[src/rtl/cls_pkg.sv]
// shared constants, types and helper functions of the chunk layout solver
`default_nettype none
package cls_pkg;

  localparam int unsigned MAX_COLUMNS_DEF = 16;

  // fixed field widths
  localparam int unsigned SIZE_W = 16;
  localparam int unsigned CHUNK_W = 32;
  localparam int unsigned HDR_W = 8;
  localparam int unsigned STATUS_W = 3;
  localparam int unsigned CIDX_W = 4;
  localparam int unsigned CFG_IDX_W = 2;
  // exact layout position width
  localparam int unsigned POS_W = 56;
  localparam int unsigned PROD_W = SIZE_W + CHUNK_W;

  // opcodes
  localparam logic OP_APPEND = 1'b0;
  localparam logic OP_SOLVE = 1'b1;

  // result kinds
  localparam logic KIND_SUMMARY = 1'b0;
  localparam logic KIND_COLUMN = 1'b1;

  // status codes
  localparam logic [STATUS_W-1:0] ST_OK = 3'd0;
  localparam logic [STATUS_W-1:0] ST_TOO_MANY = 3'd1;
  localparam logic [STATUS_W-1:0] ST_BAD_KEY = 3'd2;
  localparam logic [STATUS_W-1:0] ST_BAD_COL = 3'd3;
  localparam logic [STATUS_W-1:0] ST_ROW_BIG = 3'd4;

  // configuration register indexes
  localparam logic [CFG_IDX_W-1:0] CFG_CHUNK_BYTES = 2'd0;
  localparam logic [CFG_IDX_W-1:0] CFG_KEY_SIZE = 2'd1;
  localparam logic [CFG_IDX_W-1:0] CFG_KEY_ALIGN = 2'd2;
  localparam logic [CFG_IDX_W-1:0] CFG_HEADER_BYTES = 2'd3;

  // reset values
  localparam logic [CHUNK_W-1:0] RST_CHUNK_BYTES = 32'd16384;
  localparam logic [SIZE_W-1:0] RST_KEY_SIZE = 16'd4;
  localparam logic [SIZE_W-1:0] RST_KEY_ALIGN = 16'd4;
  localparam logic [HDR_W-1:0] RST_HEADER_BYTES = 8'd16;

  typedef logic [POS_W-1:0] pos_t;

  // nonzero power of two
  function automatic logic is_pow2(input logic [SIZE_W-1:0] v);
    is_pow2 = (v != '0) && ((v & (v - SIZE_W'(1))) == '0);
  endfunction

  // round up to an alignment boundary, alignment zero or one leaves it
  function automatic pos_t align_up(input pos_t v, input logic [SIZE_W-1:0] a);
    pos_t m;
    m = POS_W'(a - SIZE_W'(1));
    if (a <= SIZE_W'(1)) align_up = v;
    else align_up = (v + m) & ~m;
  endfunction

endpackage
`default_nettype wire

[src/rtl/cls_if.sv]
// request and result channel interfaces
`default_nettype none
interface cls_in_if;
  logic valid;
  logic ready;
  logic opcode;
  logic [cls_pkg::SIZE_W-1:0] col_bytes;
  logic [cls_pkg::SIZE_W-1:0] column_alignment;
  modport source(output valid, opcode, col_bytes, column_alignment, input ready);
  modport sink(input valid, opcode, col_bytes, column_alignment, output ready);
endinterface

interface cls_out_if;
  logic valid;
  logic ready;
  logic result_kind;
  logic [cls_pkg::STATUS_W-1:0] status;
  logic [cls_pkg::CHUNK_W-1:0] row_capacity;
  logic [cls_pkg::CHUNK_W-1:0] used_bytes;
  logic [cls_pkg::CHUNK_W-1:0] key_base;
  logic [cls_pkg::CHUNK_W-1:0] ver_base;
  logic [cls_pkg::CIDX_W-1:0] column_index;
  logic [cls_pkg::CHUNK_W-1:0] col_base;
  logic last;
  modport source(output valid, result_kind, status, row_capacity, used_bytes, key_base,
                 ver_base, column_index, col_base, last, input ready);
  modport sink(input valid, result_kind, status, row_capacity, used_bytes, key_base,
               ver_base, column_index, col_base, last, output ready);
endinterface
`default_nettype wire

[src/rtl/chunk_layout_solver_core.sv]
// chunk layout solver: column table in memory, layout walker and row count search
// append request: accepted while idle, no result
// solve request: a layout walk is three key steps, align/mult then add per column, and
//   one decision step; check walk, then up to 32 search walks and a summary walk, each
//   after a search step, then an offset walk when columns are held
// one request at a time; a single output register carries results, stalls pause the walk
// synchronous active-low reset clears control state; column memory is not cleared
`default_nettype none
module chunk_layout_solver_core #(
  parameter int unsigned MAX_COLUMNS = cls_pkg::MAX_COLUMNS_DEF
) (
  input  wire logic clk,
  input  wire logic rst_n,
  cls_in_if.sink    in_if,
  cls_out_if.source out_if,
  input  wire logic cfg_we,
  input  wire logic [cls_pkg::CFG_IDX_W-1:0] cfg_index,
  input  wire logic [cls_pkg::CHUNK_W-1:0]   cfg_wdata
);
  localparam int unsigned AW = (MAX_COLUMNS > 1) ? $clog2(MAX_COLUMNS) : 1;
  localparam int unsigned CW = $clog2(MAX_COLUMNS + 1);
  localparam int unsigned SW = cls_pkg::SIZE_W;
  localparam int unsigned DW = cls_pkg::CHUNK_W;
  localparam int unsigned PW = cls_pkg::POS_W;
  localparam logic [CW-1:0] MAX_CNT = CW'(MAX_COLUMNS);

  // sequencer states
  localparam logic [2:0] S_IDLE = 3'd0;
  localparam logic [2:0] S_KEY0 = 3'd1;
  localparam logic [2:0] S_KEY1 = 3'd2;
  localparam logic [2:0] S_KEY2 = 3'd3;
  localparam logic [2:0] S_CA = 3'd4;
  localparam logic [2:0] S_CB = 3'd5;
  localparam logic [2:0] S_DONE = 3'd6;
  localparam logic [2:0] S_DEC = 3'd7;

  // walk purposes
  localparam logic [1:0] M_CHECK = 2'd0;
  localparam logic [1:0] M_SEARCH = 2'd1;
  localparam logic [1:0] M_SUMMARY = 2'd2;
  localparam logic [1:0] M_COLS = 2'd3;

  // configuration registers
  logic [DW-1:0] chunk_r;
  logic [SW-1:0] key_size_r, key_al_r;
  logic [cls_pkg::HDR_W-1:0] hdr_r;

  always_ff @(posedge clk) begin
    if (!rst_n) begin
      chunk_r <= cls_pkg::RST_CHUNK_BYTES;
      key_size_r <= cls_pkg::RST_KEY_SIZE;
      key_al_r <= cls_pkg::RST_KEY_ALIGN;
      hdr_r <= cls_pkg::RST_HEADER_BYTES;
    end else if (cfg_we) begin
      unique case (cfg_index)
        cls_pkg::CFG_CHUNK_BYTES: chunk_r <= cfg_wdata;
        cls_pkg::CFG_KEY_SIZE: key_size_r <= cfg_wdata[SW-1:0];
        cls_pkg::CFG_KEY_ALIGN: key_al_r <= cfg_wdata[SW-1:0];
        cls_pkg::CFG_HEADER_BYTES: hdr_r <= cfg_wdata[cls_pkg::HDR_W-1:0];
        default: ;
      endcase
    end
  end

  // state registers
  logic [2:0] st_r, st_nxt;
  logic [1:0] mode_r, mode_nxt;
  logic [CW-1:0] held_r, held_nxt, col_r, col_nxt;
  logic ovf_r, ovf_nxt, bad_r, bad_nxt;
  cls_pkg::pos_t pos_r, pos_nxt, key_off_r, key_off_nxt;
  logic [cls_pkg::PROD_W-1:0] prod_r, prod_nxt;
  logic [DW-1:0] rows_r, rows_nxt, lo_r, lo_nxt, hi_r, hi_nxt;

  // output register
  logic ov_r, ov_nxt, okind_r, okind_nxt, olast_r, olast_nxt;
  logic [cls_pkg::STATUS_W-1:0] ostat_r, ostat_nxt;
  logic [DW-1:0] ocap_r, ocap_nxt, oused_r, oused_nxt, okey_r, okey_nxt;
  logic [DW-1:0] over_r, over_nxt, ocoff_r, ocoff_nxt;
  logic [cls_pkg::CIDX_W-1:0] ocidx_r, ocidx_nxt;

  // column memory: {alignment, size}
  logic ram_we;
  logic [2*SW-1:0] ram_rdata;
  logic [SW-1:0] cur_size, cur_al;

  assign ram_we = in_if.valid && in_if.ready && (in_if.opcode == cls_pkg::OP_APPEND)
                  && (held_r < MAX_CNT);
  assign cur_size = ram_rdata[SW-1:0];
  assign cur_al = ram_rdata[2*SW-1:SW];

  cls_ram #(.WIDTH(2 * SW), .DEPTH(MAX_COLUMNS)) u_col_ram (
    .clk(clk),
    .we(ram_we),
    .waddr(held_r[AW-1:0]),
    .wdata({in_if.column_alignment, in_if.col_bytes}),
    .raddr(col_r[AW-1:0]),
    .rdata(ram_rdata)
  );

  // fixed layout pieces
  cls_pkg::pos_t ver_off, col_aligned;
  logic can_load;
  logic [DW:0] span;
  logic [DW-1:0] mid;
  logic [cls_pkg::STATUS_W-1:0] chk_stat;

  assign ver_off = (PW'(hdr_r) + PW'(7)) & ~PW'(7);
  assign col_aligned = cls_pkg::align_up(pos_r, cur_al);
  assign can_load = !ov_r || out_if.ready;
  assign span = ({1'b0, hi_r} - {1'b0, lo_r} + (DW + 1)'(1)) >> 1;
  assign mid = lo_r + span[DW-1:0];

  always_comb begin
    priority if (ovf_r) chk_stat = cls_pkg::ST_TOO_MANY;
    else if (key_size_r == '0 || !cls_pkg::is_pow2(key_al_r)) chk_stat = cls_pkg::ST_BAD_KEY;
    else if (bad_r) chk_stat = cls_pkg::ST_BAD_COL;
    else if (pos_r > PW'(chunk_r)) chk_stat = cls_pkg::ST_ROW_BIG;
    else chk_stat = cls_pkg::ST_OK;
  end

  assign in_if.ready = (st_r == S_IDLE);

  // sequencer
  always_comb begin
    st_nxt = st_r; mode_nxt = mode_r; held_nxt = held_r; col_nxt = col_r;
    ovf_nxt = ovf_r; bad_nxt = bad_r; pos_nxt = pos_r; key_off_nxt = key_off_r;
    prod_nxt = prod_r; rows_nxt = rows_r; lo_nxt = lo_r; hi_nxt = hi_r;
    ov_nxt = ov_r && !out_if.ready;
    okind_nxt = okind_r; olast_nxt = olast_r; ostat_nxt = ostat_r; ocap_nxt = ocap_r;
    oused_nxt = oused_r; okey_nxt = okey_r; over_nxt = over_r; ocoff_nxt = ocoff_r;
    ocidx_nxt = ocidx_r;
    unique case (st_r)
      S_IDLE: begin
        col_nxt = '0;
        if (in_if.valid) begin
          if (in_if.opcode == cls_pkg::OP_APPEND) begin
            if (held_r < MAX_CNT) held_nxt = held_r + CW'(1);
            else ovf_nxt = 1'b1;
          end else begin
            rows_nxt = DW'(1);
            mode_nxt = M_CHECK;
            bad_nxt = 1'b0;
            st_nxt = S_KEY0;
          end
        end
      end
      S_KEY0: begin
        col_nxt = '0;
        pos_nxt = ver_off + (PW'(held_r) << 3);
        st_nxt = S_KEY1;
      end
      S_KEY1: begin
        pos_nxt = cls_pkg::align_up(pos_r, key_al_r);
        key_off_nxt = cls_pkg::align_up(pos_r, key_al_r);
        prod_nxt = key_size_r * rows_r;
        st_nxt = S_KEY2;
      end
      S_KEY2: begin
        pos_nxt = pos_r + PW'(prod_r);
        st_nxt = (held_r == '0) ? S_DONE : S_CA;
      end
      S_CA: begin
        if (mode_r != M_COLS || can_load) begin
          pos_nxt = col_aligned;
          prod_nxt = cur_size * rows_r;
          col_nxt = col_r + CW'(1);
          if (cur_size == '0 || !cls_pkg::is_pow2(cur_al)) bad_nxt = 1'b1;
          if (mode_r == M_COLS) begin
            ov_nxt = 1'b1;
            okind_nxt = cls_pkg::KIND_COLUMN;
            ostat_nxt = cls_pkg::ST_OK;
            ocap_nxt = '0; oused_nxt = '0; okey_nxt = '0; over_nxt = '0;
            ocidx_nxt = cls_pkg::CIDX_W'(col_r);
            ocoff_nxt = col_aligned[DW-1:0];
            olast_nxt = (col_r + CW'(1) == held_r);
          end
          st_nxt = S_CB;
        end
      end
      S_CB: begin
        pos_nxt = pos_r + PW'(prod_r);
        st_nxt = (col_r == held_r) ? S_DONE : S_CA;
      end
      S_DONE: begin
        unique case (mode_r)
          M_CHECK: begin
            if (chk_stat != cls_pkg::ST_OK) begin
              if (can_load) begin
                ov_nxt = 1'b1;
                okind_nxt = cls_pkg::KIND_SUMMARY;
                ostat_nxt = chk_stat;
                ocap_nxt = '0; oused_nxt = '0; okey_nxt = '0; over_nxt = '0;
                ocidx_nxt = '0; ocoff_nxt = '0; olast_nxt = 1'b1;
                held_nxt = '0; ovf_nxt = 1'b0;
                st_nxt = S_IDLE;
              end
            end else begin
              lo_nxt = DW'(1);
              hi_nxt = chunk_r;
              st_nxt = S_DEC;
            end
          end
          M_SEARCH: begin
            if (pos_r <= PW'(chunk_r)) lo_nxt = rows_r;
            else hi_nxt = rows_r - DW'(1);
            st_nxt = S_DEC;
          end
          M_SUMMARY: begin
            if (can_load) begin
              ov_nxt = 1'b1;
              okind_nxt = cls_pkg::KIND_SUMMARY;
              ostat_nxt = cls_pkg::ST_OK;
              ocap_nxt = rows_r;
              oused_nxt = pos_r[DW-1:0];
              okey_nxt = key_off_r[DW-1:0];
              over_nxt = ver_off[DW-1:0];
              ocidx_nxt = '0; ocoff_nxt = '0;
              olast_nxt = (held_r == '0);
              if (held_r == '0) begin
                ovf_nxt = 1'b0;
                st_nxt = S_IDLE;
              end else begin
                mode_nxt = M_COLS;
                st_nxt = S_KEY0;
              end
            end
          end
          default: begin
            held_nxt = '0; ovf_nxt = 1'b0;
            st_nxt = S_IDLE;
          end
        endcase
      end
      default: begin
        // search step decision
        if (lo_r < hi_r) begin
          rows_nxt = mid;
          mode_nxt = M_SEARCH;
        end else begin
          rows_nxt = lo_r;
          mode_nxt = M_SUMMARY;
        end
        st_nxt = S_KEY0;
      end
    endcase
  end

  always_ff @(posedge clk) begin
    if (!rst_n) begin
      st_r <= S_IDLE;
      mode_r <= M_CHECK;
      held_r <= '0;
      col_r <= '0;
      ovf_r <= 1'b0;
      bad_r <= 1'b0;
      ov_r <= 1'b0;
    end else begin
      st_r <= st_nxt;
      mode_r <= mode_nxt;
      held_r <= held_nxt;
      col_r <= col_nxt;
      ovf_r <= ovf_nxt;
      bad_r <= bad_nxt;
      ov_r <= ov_nxt;
    end
  end

  always_ff @(posedge clk) begin
    pos_r <= pos_nxt; key_off_r <= key_off_nxt; prod_r <= prod_nxt;
    rows_r <= rows_nxt; lo_r <= lo_nxt; hi_r <= hi_nxt;
    okind_r <= okind_nxt; olast_r <= olast_nxt; ostat_r <= ostat_nxt;
    ocap_r <= ocap_nxt; oused_r <= oused_nxt; okey_r <= okey_nxt;
    over_r <= over_nxt; ocoff_r <= ocoff_nxt; ocidx_r <= ocidx_nxt;
  end

  // result channel
  assign out_if.valid = ov_r;
  assign out_if.result_kind = okind_r;
  assign out_if.status = ostat_r;
  assign out_if.row_capacity = ocap_r;
  assign out_if.used_bytes = oused_r;
  assign out_if.key_base = okey_r;
  assign out_if.ver_base = over_r;
  assign out_if.column_index = ocidx_r;
  assign out_if.col_base = ocoff_r;
  assign out_if.last = olast_r;
endmodule
`default_nettype wire

[src/rtl/cls_ram.sv]
// generic single write, single registered read memory
`default_nettype none
module cls_ram #(
  parameter int unsigned WIDTH = 32,
  parameter int unsigned DEPTH = 16,
  localparam int unsigned AW = (DEPTH > 1) ? $clog2(DEPTH) : 1
) (
  input  wire logic             clk,
  input  wire logic             we,
  input  wire logic [AW-1:0]    waddr,
  input  wire logic [WIDTH-1:0] wdata,
  input  wire logic [AW-1:0]    raddr,
  output logic      [WIDTH-1:0] rdata
);
  logic [WIDTH-1:0] mem [DEPTH];

  always_ff @(posedge clk) begin
    if (we) mem[waddr] <= wdata;
    rdata <= mem[raddr];
  end
endmodule
`default_nettype wire

[src/flat_wrapper.sv]
// flat-port wrapper written by rule: the top's interface ports become plain ports
module chunk_layout_solver_core_flat 
#(
  parameter int unsigned MAX_COLUMNS = cls_pkg::MAX_COLUMNS_DEF
)
  (clk, rst_n, cfg_we, cfg_index, cfg_wdata, in_if_valid, in_if_opcode, in_if_col_bytes, in_if_column_alignment, in_if_ready, out_if_valid, out_if_result_kind, out_if_status, out_if_row_capacity, out_if_used_bytes, out_if_key_base, out_if_ver_base, out_if_column_index, out_if_col_base, out_if_last, out_if_ready);
  cls_in_if in_if_i ();
  cls_out_if out_if_i ();
  input  wire logic clk;
  input  wire logic rst_n;
  input  wire logic cfg_we;
  input  wire logic [cls_pkg::CFG_IDX_W-1:0] cfg_index;
  input  wire logic [cls_pkg::CHUNK_W-1:0] cfg_wdata;
  input wire logic [$bits(in_if_i.valid)-1:0] in_if_valid;
  input wire logic [$bits(in_if_i.opcode)-1:0] in_if_opcode;
  input wire logic [$bits(in_if_i.col_bytes)-1:0] in_if_col_bytes;
  input wire logic [$bits(in_if_i.column_alignment)-1:0] in_if_column_alignment;
  output wire logic [$bits(in_if_i.ready)-1:0] in_if_ready;
  output wire logic [$bits(out_if_i.valid)-1:0] out_if_valid;
  output wire logic [$bits(out_if_i.result_kind)-1:0] out_if_result_kind;
  output wire logic [$bits(out_if_i.status)-1:0] out_if_status;
  output wire logic [$bits(out_if_i.row_capacity)-1:0] out_if_row_capacity;
  output wire logic [$bits(out_if_i.used_bytes)-1:0] out_if_used_bytes;
  output wire logic [$bits(out_if_i.key_base)-1:0] out_if_key_base;
  output wire logic [$bits(out_if_i.ver_base)-1:0] out_if_ver_base;
  output wire logic [$bits(out_if_i.column_index)-1:0] out_if_column_index;
  output wire logic [$bits(out_if_i.col_base)-1:0] out_if_col_base;
  output wire logic [$bits(out_if_i.last)-1:0] out_if_last;
  input wire logic [$bits(out_if_i.ready)-1:0] out_if_ready;
  assign in_if_i.valid = in_if_valid;
  assign in_if_i.opcode = in_if_opcode;
  assign in_if_i.col_bytes = in_if_col_bytes;
  assign in_if_i.column_alignment = in_if_column_alignment;
  assign in_if_ready = in_if_i.ready;
  assign out_if_valid = out_if_i.valid;
  assign out_if_result_kind = out_if_i.result_kind;
  assign out_if_status = out_if_i.status;
  assign out_if_row_capacity = out_if_i.row_capacity;
  assign out_if_used_bytes = out_if_i.used_bytes;
  assign out_if_key_base = out_if_i.key_base;
  assign out_if_ver_base = out_if_i.ver_base;
  assign out_if_column_index = out_if_i.column_index;
  assign out_if_col_base = out_if_i.col_base;
  assign out_if_last = out_if_i.last;
  assign out_if_i.ready = out_if_ready;
  chunk_layout_solver_core #(.MAX_COLUMNS(MAX_COLUMNS)) u_core (.clk(clk), .rst_n(rst_n), .in_if(in_if_i), .out_if(out_if_i), .cfg_we(cfg_we), .cfg_index(cfg_index), .cfg_wdata(cfg_wdata));
endmodule
[config.mk]
export PLATFORM = sky130hd
export DESIGN_NAME = chunk_layout_solver_core_flat
export DESIGN_NICKNAME = d
export VERILOG_FILES = /design/src/rtl/cls_pkg.sv /design/src/rtl/cls_if.sv /design/src/rtl/chunk_layout_solver_core.sv /design/src/rtl/cls_ram.sv /design/src/flat_wrapper.sv
export SDC_FILE = /design/constraint.sdc
export NUM_CORES = 2
export LEC_CHECK = 0
export ABC_AREA = 1
export BUFFER_PORTS_ARGS = -buffer_cell sky130_fd_sc_hd__buf_2
export CORE_MARGIN = 1
export CORE_UTILIZATION = 35
export CTS_BUF_LIST = sky130_fd_sc_hd__clkbuf_4 sky130_fd_sc_hd__clkbuf_8
export CTS_CLUSTER_DIAMETER = 50
export CTS_CLUSTER_SIZE = 16
export DETAILED_ROUTE_END_ITERATION = 8
export PLACE_DENSITY_LB_ADDON = 0.08
export REMOVE_ABC_BUFFERS = 1
export SYNTH_ARGS = -nofsm -noshare
export SYNTH_HDL_FRONTEND = slang
export SYNTH_SLANG_ARGS = --single-unit
[constraint.sdc]
create_clock -name clk -period 7.2 [get_ports clk]
set_clock_uncertainty 0.1 [all_clocks]
set_input_delay 0.36 -clock clk [delete_from_list [all_inputs] [get_ports clk]]
set_output_delay 0.36 -clock clk [all_outputs]
set_load 0.05 [all_outputs]
Yosys cells after proc, flatten, opt, wreduce, memory -nomap -nowiden

Memory sizes are Yosys's and may differ from the RTL's. A register that Yosys moved wholly into a read port is not among the register bits.
Index checks and enable logic that the tools add are counted.
W data, S select, Z words.

$lt $le $gt $ge: 6
Eq/ne operators: 38
$add $sub $neg: 15
Multipliers: 2
Bitwise operators: 9
Multiplexer cells: 116
Reductions and logical operators: 55

Operators with widths:

| cell                    | number |
|---|---|
| $pmux W32 S2            | 13 |
| $mux W32                | 19 |
| $pmux W56 S4            | 1 |
| $mux W56                | 3 |
| $add A56 B56 Y56        | 2 |
| $and A56 B56 Y56        | 2 |
| $not A56 Y56            | 2 |
| $mul A16 B32 Y48        | 2 |
| $pmux W48 S2            | 1 |
| $logic_not A16 Y1       | 4 |
| $add A56 B48 Y56        | 1 |
| $add A56 B8 Y56         | 1 |
| $gt A56 B32 Y1          | 1 |
| $le A56 B32 Y1          | 1 |
| $mux W48                | 1 |
| $mux W3                 | 14 |
| $sub A16 B1 Y17 const B | 2 |
| $add A33 B1 Y33 const B | 1 |
| $sub A32 B32 Y33        | 1 |
| $add A32 B32 Y32        | 1 |
| $and A16 B16 Y16        | 2 |
| $le A16 B1 Y1 const B   | 2 |
| $lt A32 B32 Y1          | 1 |
| $reduce_bool A16 Y1     | 2 |
| 48 further kinds        | 161 |

Memories kept: 1
Flip-flop bits (word level): 491
Output and inout port bits: 171
Bits in writable memories: 512

Memories:

| name                 | depth | width | read ports | clocked after memory_dff | wr ports | line          | source |
|---|---|---|---|---|---|---|---|
| u_core.u_col_ram.mem | 16    | 32    | 1          | 1                        | 1        | cls_ram.sv:15 | `logic [WIDTH-1:0] mem [DEPTH];` |

Longest topological paths before layout

Depth after elaboration: 12
Gate-level depth with buffers: 31
Mapped depth without buffers: 30

By module

A second synthesis with hierarchy kept.

Cell total of the unflattened synthesis: 12109
Area, all modules: 95143.8 µm²

Modules (own cells, without submodules):

| module                   | cells an instance | seq. area each (µm²) | area each (µm²) | times used |
|---|---|---|---|---|
| chunk_layout_solver_core | 9989              | 13062.5              | 72413.2         | 1 |
| cls_ram                  | 2120              | 16015.4              | 22730.6         | 1 |

Worst setup path after synthesis

OpenSTA, ideal clock, no wires.

Path type: reg2reg
Start: register u_core.pos_r[15]
End: register u_core.okey_r[0] (netlist: u_core.out_if.key_base[0]) (enable)
Clock period less this slack: 6.908 ns
Arrival time: 6.237 ns
Cell stages (with the launch flop): 16
Required time: 6.529 ns
Path slack: 0.292 ns
Setup time: 0.571 ns
Cell sequence: edfxtp_1 > ha_1 > nand2_1 > nor2_1 > nand4_1 > nor2_1 > nand2_1 > nand3_1 > nand2_1 > nand2_1 > nand2_1 > nand4_2 > o21ai_0 > inv_1 > nand2_1 > nor2_1

Longest elaborated chain between the ends: 8

RTL lines:

| element                     | line                            | source |
|---|---|---|
| start: declaration          | chunk_layout_solver_core.sv:70  | `cls_pkg::pos_t pos_r, pos_nxt, key_off_r, key_off_nxt;` |
| start signal: assignment    | chunk_layout_solver_core.sv:269 | `pos_r <= pos_nxt; key_off_r <= key_off_nxt; prod_r <= prod_nxt;` |
| $gt A56 B32 Y1              | chunk_layout_solver_core.sv:117 | `else if (pos_r > PW'(chunk_r)) chk_stat = cls_pkg::ST_ROW_BIG;` |
| $mux W3                     | chunk_layout_solver_core.sv:117 |  |
| $mux W3                     | chunk_layout_solver_core.sv:116 | `else if (bad_r) chk_stat = cls_pkg::ST_BAD_COL;` |
| $mux W3                     | chunk_layout_solver_core.sv:115 | `else if (key_size_r == '0 \|\| !cls_pkg::is_pow2(key_al_r)) chk_stat = cls_pkg::ST_BAD_KEY;` |
| $mux W3                     | chunk_layout_solver_core.sv:114 | `priority if (ovf_r) chk_stat = cls_pkg::ST_TOO_MANY;` |
| $reduce_bool A3 Y1          | chunk_layout_solver_core.sv:187 | `if (chk_stat != cls_pkg::ST_OK) begin` |
| $ne A3 B2 Y1 (no line)      | -                               |  |
| $reduce_and A7 Y1 (no line) | -                               |  |
| end signal: assignment      | chunk_layout_solver_core.sv:272 | `ocap_r <= ocap_nxt; oused_r <= oused_nxt; okey_r <= okey_nxt;` |
| end: declaration            | chunk_layout_solver_core.sv:77  | `logic [DW-1:0] ocap_r, ocap_nxt, oused_r, oused_nxt, okey_r, okey_nxt;` |

Every way passes these cells.
A chain may end at the register's enable or synchronous reset.

Final worst setup path

Start: register u_core.rows_r[18]
End: register u_core.prod_r[40] (netlist name), data pin

Longest elaborated chain between the ends: 3

RTL lines:

| element                            | line                            | source |
|---|---|---|
| start: declaration                 | chunk_layout_solver_core.sv:72  | `logic [DW-1:0] rows_r, rows_nxt, lo_r, lo_nxt, hi_r, hi_nxt;` |
| start signal: assignment           | chunk_layout_solver_core.sv:270 | `rows_r <= rows_nxt; lo_r <= lo_nxt; hi_r <= hi_nxt;` |
| $mul A16 B32 Y48                   | chunk_layout_solver_core.sv:165 | `prod_nxt = cur_size * rows_r;` |
| $mux W48                           | chunk_layout_solver_core.sv:163 | `if (mode_r != M_COLS \|\| can_load) begin` |
| $pmux W48 S2 (*)                   | chunk_layout_solver_core.sv:132 | `unique case (st_r)` |
| named net u_core.prod_nxt, one bit | chunk_layout_solver_core.sv:71  | `logic [cls_pkg::PROD_W-1:0] prod_r, prod_nxt;` |
| end signal: assignment             | chunk_layout_solver_core.sv:269 |  |
| end: declaration                   | chunk_layout_solver_core.sv:71  |  |

Mark *: on every way through the listed nets, which the timed path passes. The rest lies on a longest branch. The select of a mux whose other input is x is not followed.

==> out/metrics.yaml <==
critPathLaunchType: "register"
tns_ns: 0
setup_viol: 0
grtUsageTotal_pct: 28.10
ys_seq_area_share_pct: 31.32
maxSlewHeadroom_pct: 13.98
status: "finished clean"
routed_wl_um: 378200
wire_per_inst_um: 24.66
synth_edf_count: 887
post-dp-hpwl_um: 286200
cts.htree.levels: 4
dr_total_vias: 80270
die_h_um: 517.0
ys.flop_type: "edfxtp_1"
period_minus_slack_ns: 6.996
core_area_um2: 263000
die_area_um2: 267300
cts_tree: "done"
antenna_found_initial: 34
min_path_type: "input pin to register"
grt_pass1_vias: 79560
rsz0062_at_grt: "no"
avgSynthCellArea_um2: 8.162
setup.worst_path.end_class: "register"
worst_path_most_repeated_cell: "fa_1"
crit_required_ns: 7.78
slowest_stage: "o21ai_0"
ys_async_sr_fraction_pct: 0
fin_crit_sh_pct: 97.16
overflow: 0
final_nets: 13200
port_buffers: 216
route.detailed.drc: 0
tightestPinTransition_ns: 1.277
regArea_um2: 29090
gp_congestion: 0.9867
ys_ff_latch: 1009
viasPerCell: 5.234
fmax_mhz: 142.9
ios: 243
final_layout_size_suffix_gt1_share_pct: 8.017
drtIter0Drc: 6764
cap_violations: 0
hold_viol_final: 0
numCtsBuffers: 157
design_area_um2: 104100
cts_sinks: 1009
cp_max_fo: 24
worst_path_largest_cell_delay_ns: 0.76
start_util_pct: 35.30
arrival_ns: 7.58
place_area_um2: 99600
rows: 188
grt_pass1_wl_um: 547900
synth.distinct_cells: 74
multi_input_area_um2: 53600
postSynthCellCount: 11370
root_buffer: "clkbuf_8"
syn_area_um2: 92830
cp_top_family: "adder cells"
critPathKind: "register to register"
clk_latency_ns: 1.00
critPathBufInv: 6
ys_warn_count: 0
area_growth_pct: 12.17
grt_max_degree: 96
firstDrtPassIters: 6
maxSlewViolCount: 0
cts_buffer_depth: 4
fillers: 27400
path_cells: "buf_12 > buf_4 > nand2_1 > fa_1 > inv_1 > fa_1 > fa_1 > fa_1 > fa_1 > inv_1 > fa_1 > inv_1 > ha_1 > buf_4 > a21oi_1 > o21ai_0 > nand2_1 > nand2_1 > a31oi_1 > nand3_1 > o21ai_0 > nand2_1"
ant_nets: 0
dieWidth_um: 517.0
cts.clk_slew.worst_paths_ns: 0.09
kinds of logic (layout without fill, tap and decap cells):
logic type	Yosys count	after routing	share of synthesized area, %
mux	1	1	0.01078
other cells	1	35	0.004040
buf+inv	2751	3165	11.31
flops	1009	1009	31.32
compound gates	1913	1913	11.84
simple gates	4152	4152	18.26
fa+ha+maj	1444	1444	26.28
xor+xnor	102	102	0.9624
cell type report:
| cell class | instances | share of cell area, % |
|---|---|---|
| clock buffer | 173 | 2.221 |
| sequential | 1009 | 27.94 |
| antenna | 9 | 0.02163 |
| multi-input combinational | 7638 | 51.47 |
| clock inverter | 112 | 1.116 |
| timing repair buffer | 609 | 4.800 |
| tap | 3515 | 4.224 |
| inverter | 2271 | 8.202 |
metal layers:
| layer | vias to the layer above | GRT usage (%) | part of all wire (%) |
|---|---|---|---|
| li1 | 36980 | - | - |
| met1 | 40230 | 39.63 | 46 |
| met2 | 2533 | 44.71 | 45 |
| met3 | 502 | 3.198 | 5.8 |
| met4 | 20 | 9.233 | 3.6 |
| met5 | - | 0 | 0.036 |
worst paths after layout:
path	slack, ns	startpoint	end	cells past startpoint
worst max register to register	0.20	u_core.rows_r[18]	u_core.prod_r[40]	22
worst max-delay path	0.20	u_core.rows_r[18]	u_core.prod_r[40]	22
worst min register to register	0.38	u_core.hdr_r[7]	u_core.hdr_r[7]	2
worst min-delay path	0.21	in_if_col_bytes[13]	u_core.u_col_ram.mem[6][13]	2
metrics by stage:
| stage | std cells | hold WS (ns) | utilization (%) | worst slack, ns |
|---|---|---|---|---|
| after detailed placement | 14950 | 0.3740 | 37.87 | -0.1813 |
| after CTS | 15320 | 0.08596 | 39.55 | 0.03202 |
| after global placement | 14950 | 0.3634 | 37.87 | -0.6000 |
| after floorplan | 10920 | 0.3437 | - | -3.101 |
| after global routing | 15330 | 0.1590 | 39.59 | 0.02144 |
| final | 15340 | 0.2114 | 39.59 | 0.2041 |
state kept, by name, summed over array words and instances, names as in the netlist, 16 cells and up:
signal / flops
u_core.key_al_r: 16
u_core.out_if.col_base: 32
u_core.out_if.used_bytes: 32
u_core.prod_r: 48
u_core.key_off_r: 32
u_core.u_col_ram.rdata: 32
u_core.chunk_r: 32
u_core.pos_r: 56
u_core.u_col_ram.mem: 512
u_core.rows_r: 32
u_core.out_if.row_capacity: 32
u_core.lo_r: 32
u_core.key_size_r: 16
u_core.out_if.key_base: 32
u_core.hi_r: 32
layout by cell type (no fill, tap or decap), types with 66 or more instances in the layout:
cell	instances
nand2_1	2272
inv_1	2247
nor2_1	1132
edfxtp_1	887
fa_1	843
o21ai_0	753
ha_1	599
a21oi_1	549
nand3_1	395
buf_4	245
buf_2	216
clkbuf_8	162
dfxtp_1	117
o221ai_1	99
nor3_1	95
dlygate4sd3_1	89
nand4_1	82
a21o_1	73
a31oi_1	72
o22ai_1	69
o211ai_1	66
what timing repair did:
item                       CTS  global route
resized for setup            3             6
setup buffers                3             3
setup endpoints to repair    3            17
hold buffers                89             0
hold endpoints to repair   590             0
gates cloned                 0             1
synth_stat cells (7+ instances only):
cell | instances | area (um^2)
a21boi_0 | 37 | 277.8
o22ai_1 | 69 | 431.7
buf_1 | 62 | 232.7
and3_1 | 8 | 50.05
nor2_2 | 10 | 62.56
nor2_1 | 1151 | 4320
o2111ai_1 | 7 | 61.31
o21ai_1 | 45 | 225.2
o21bai_1 | 51 | 382.9
nand3b_1 | 30 | 225.2
dfxtp_1 | 122 | 2442
buf_4 | 31 | 232.7
nand2_1 | 2274 | 8536
buf_2 | 23 | 115.1
inv_2 | 13 | 48.80
xnor2_1 | 45 | 394.1
o211ai_1 | 66 | 495.5
a21oi_1 | 551 | 2758
fa_1 | 843 | 16880
o21a_1 | 24 | 180.2
nand4_1 | 82 | 513.0
nand3_1 | 395 | 1977
o31ai_1 | 10 | 75.07
ha_1 | 601 | 7520
clkbuf_1 | 360 | 1351
or2_2 | 33 | 206.5
edfxtp_1 | 887 | 26640
nor4_1 | 29 | 181.4
xor2_1 | 57 | 499.2
o21ai_2 | 11 | 96.34
a21o_1 | 73 | 548.0
o221ai_1 | 99 | 867.1
o21ai_0 | 758 | 3794
inv_1 | 2251 | 8449
nor3_1 | 95 | 475.5
a31oi_1 | 73 | 456.7
a211oi_1 | 8 | 60.06
Power is not shown: default switching activity piles up to over one toggle a cycle in this logic, so the estimate is an artifact.
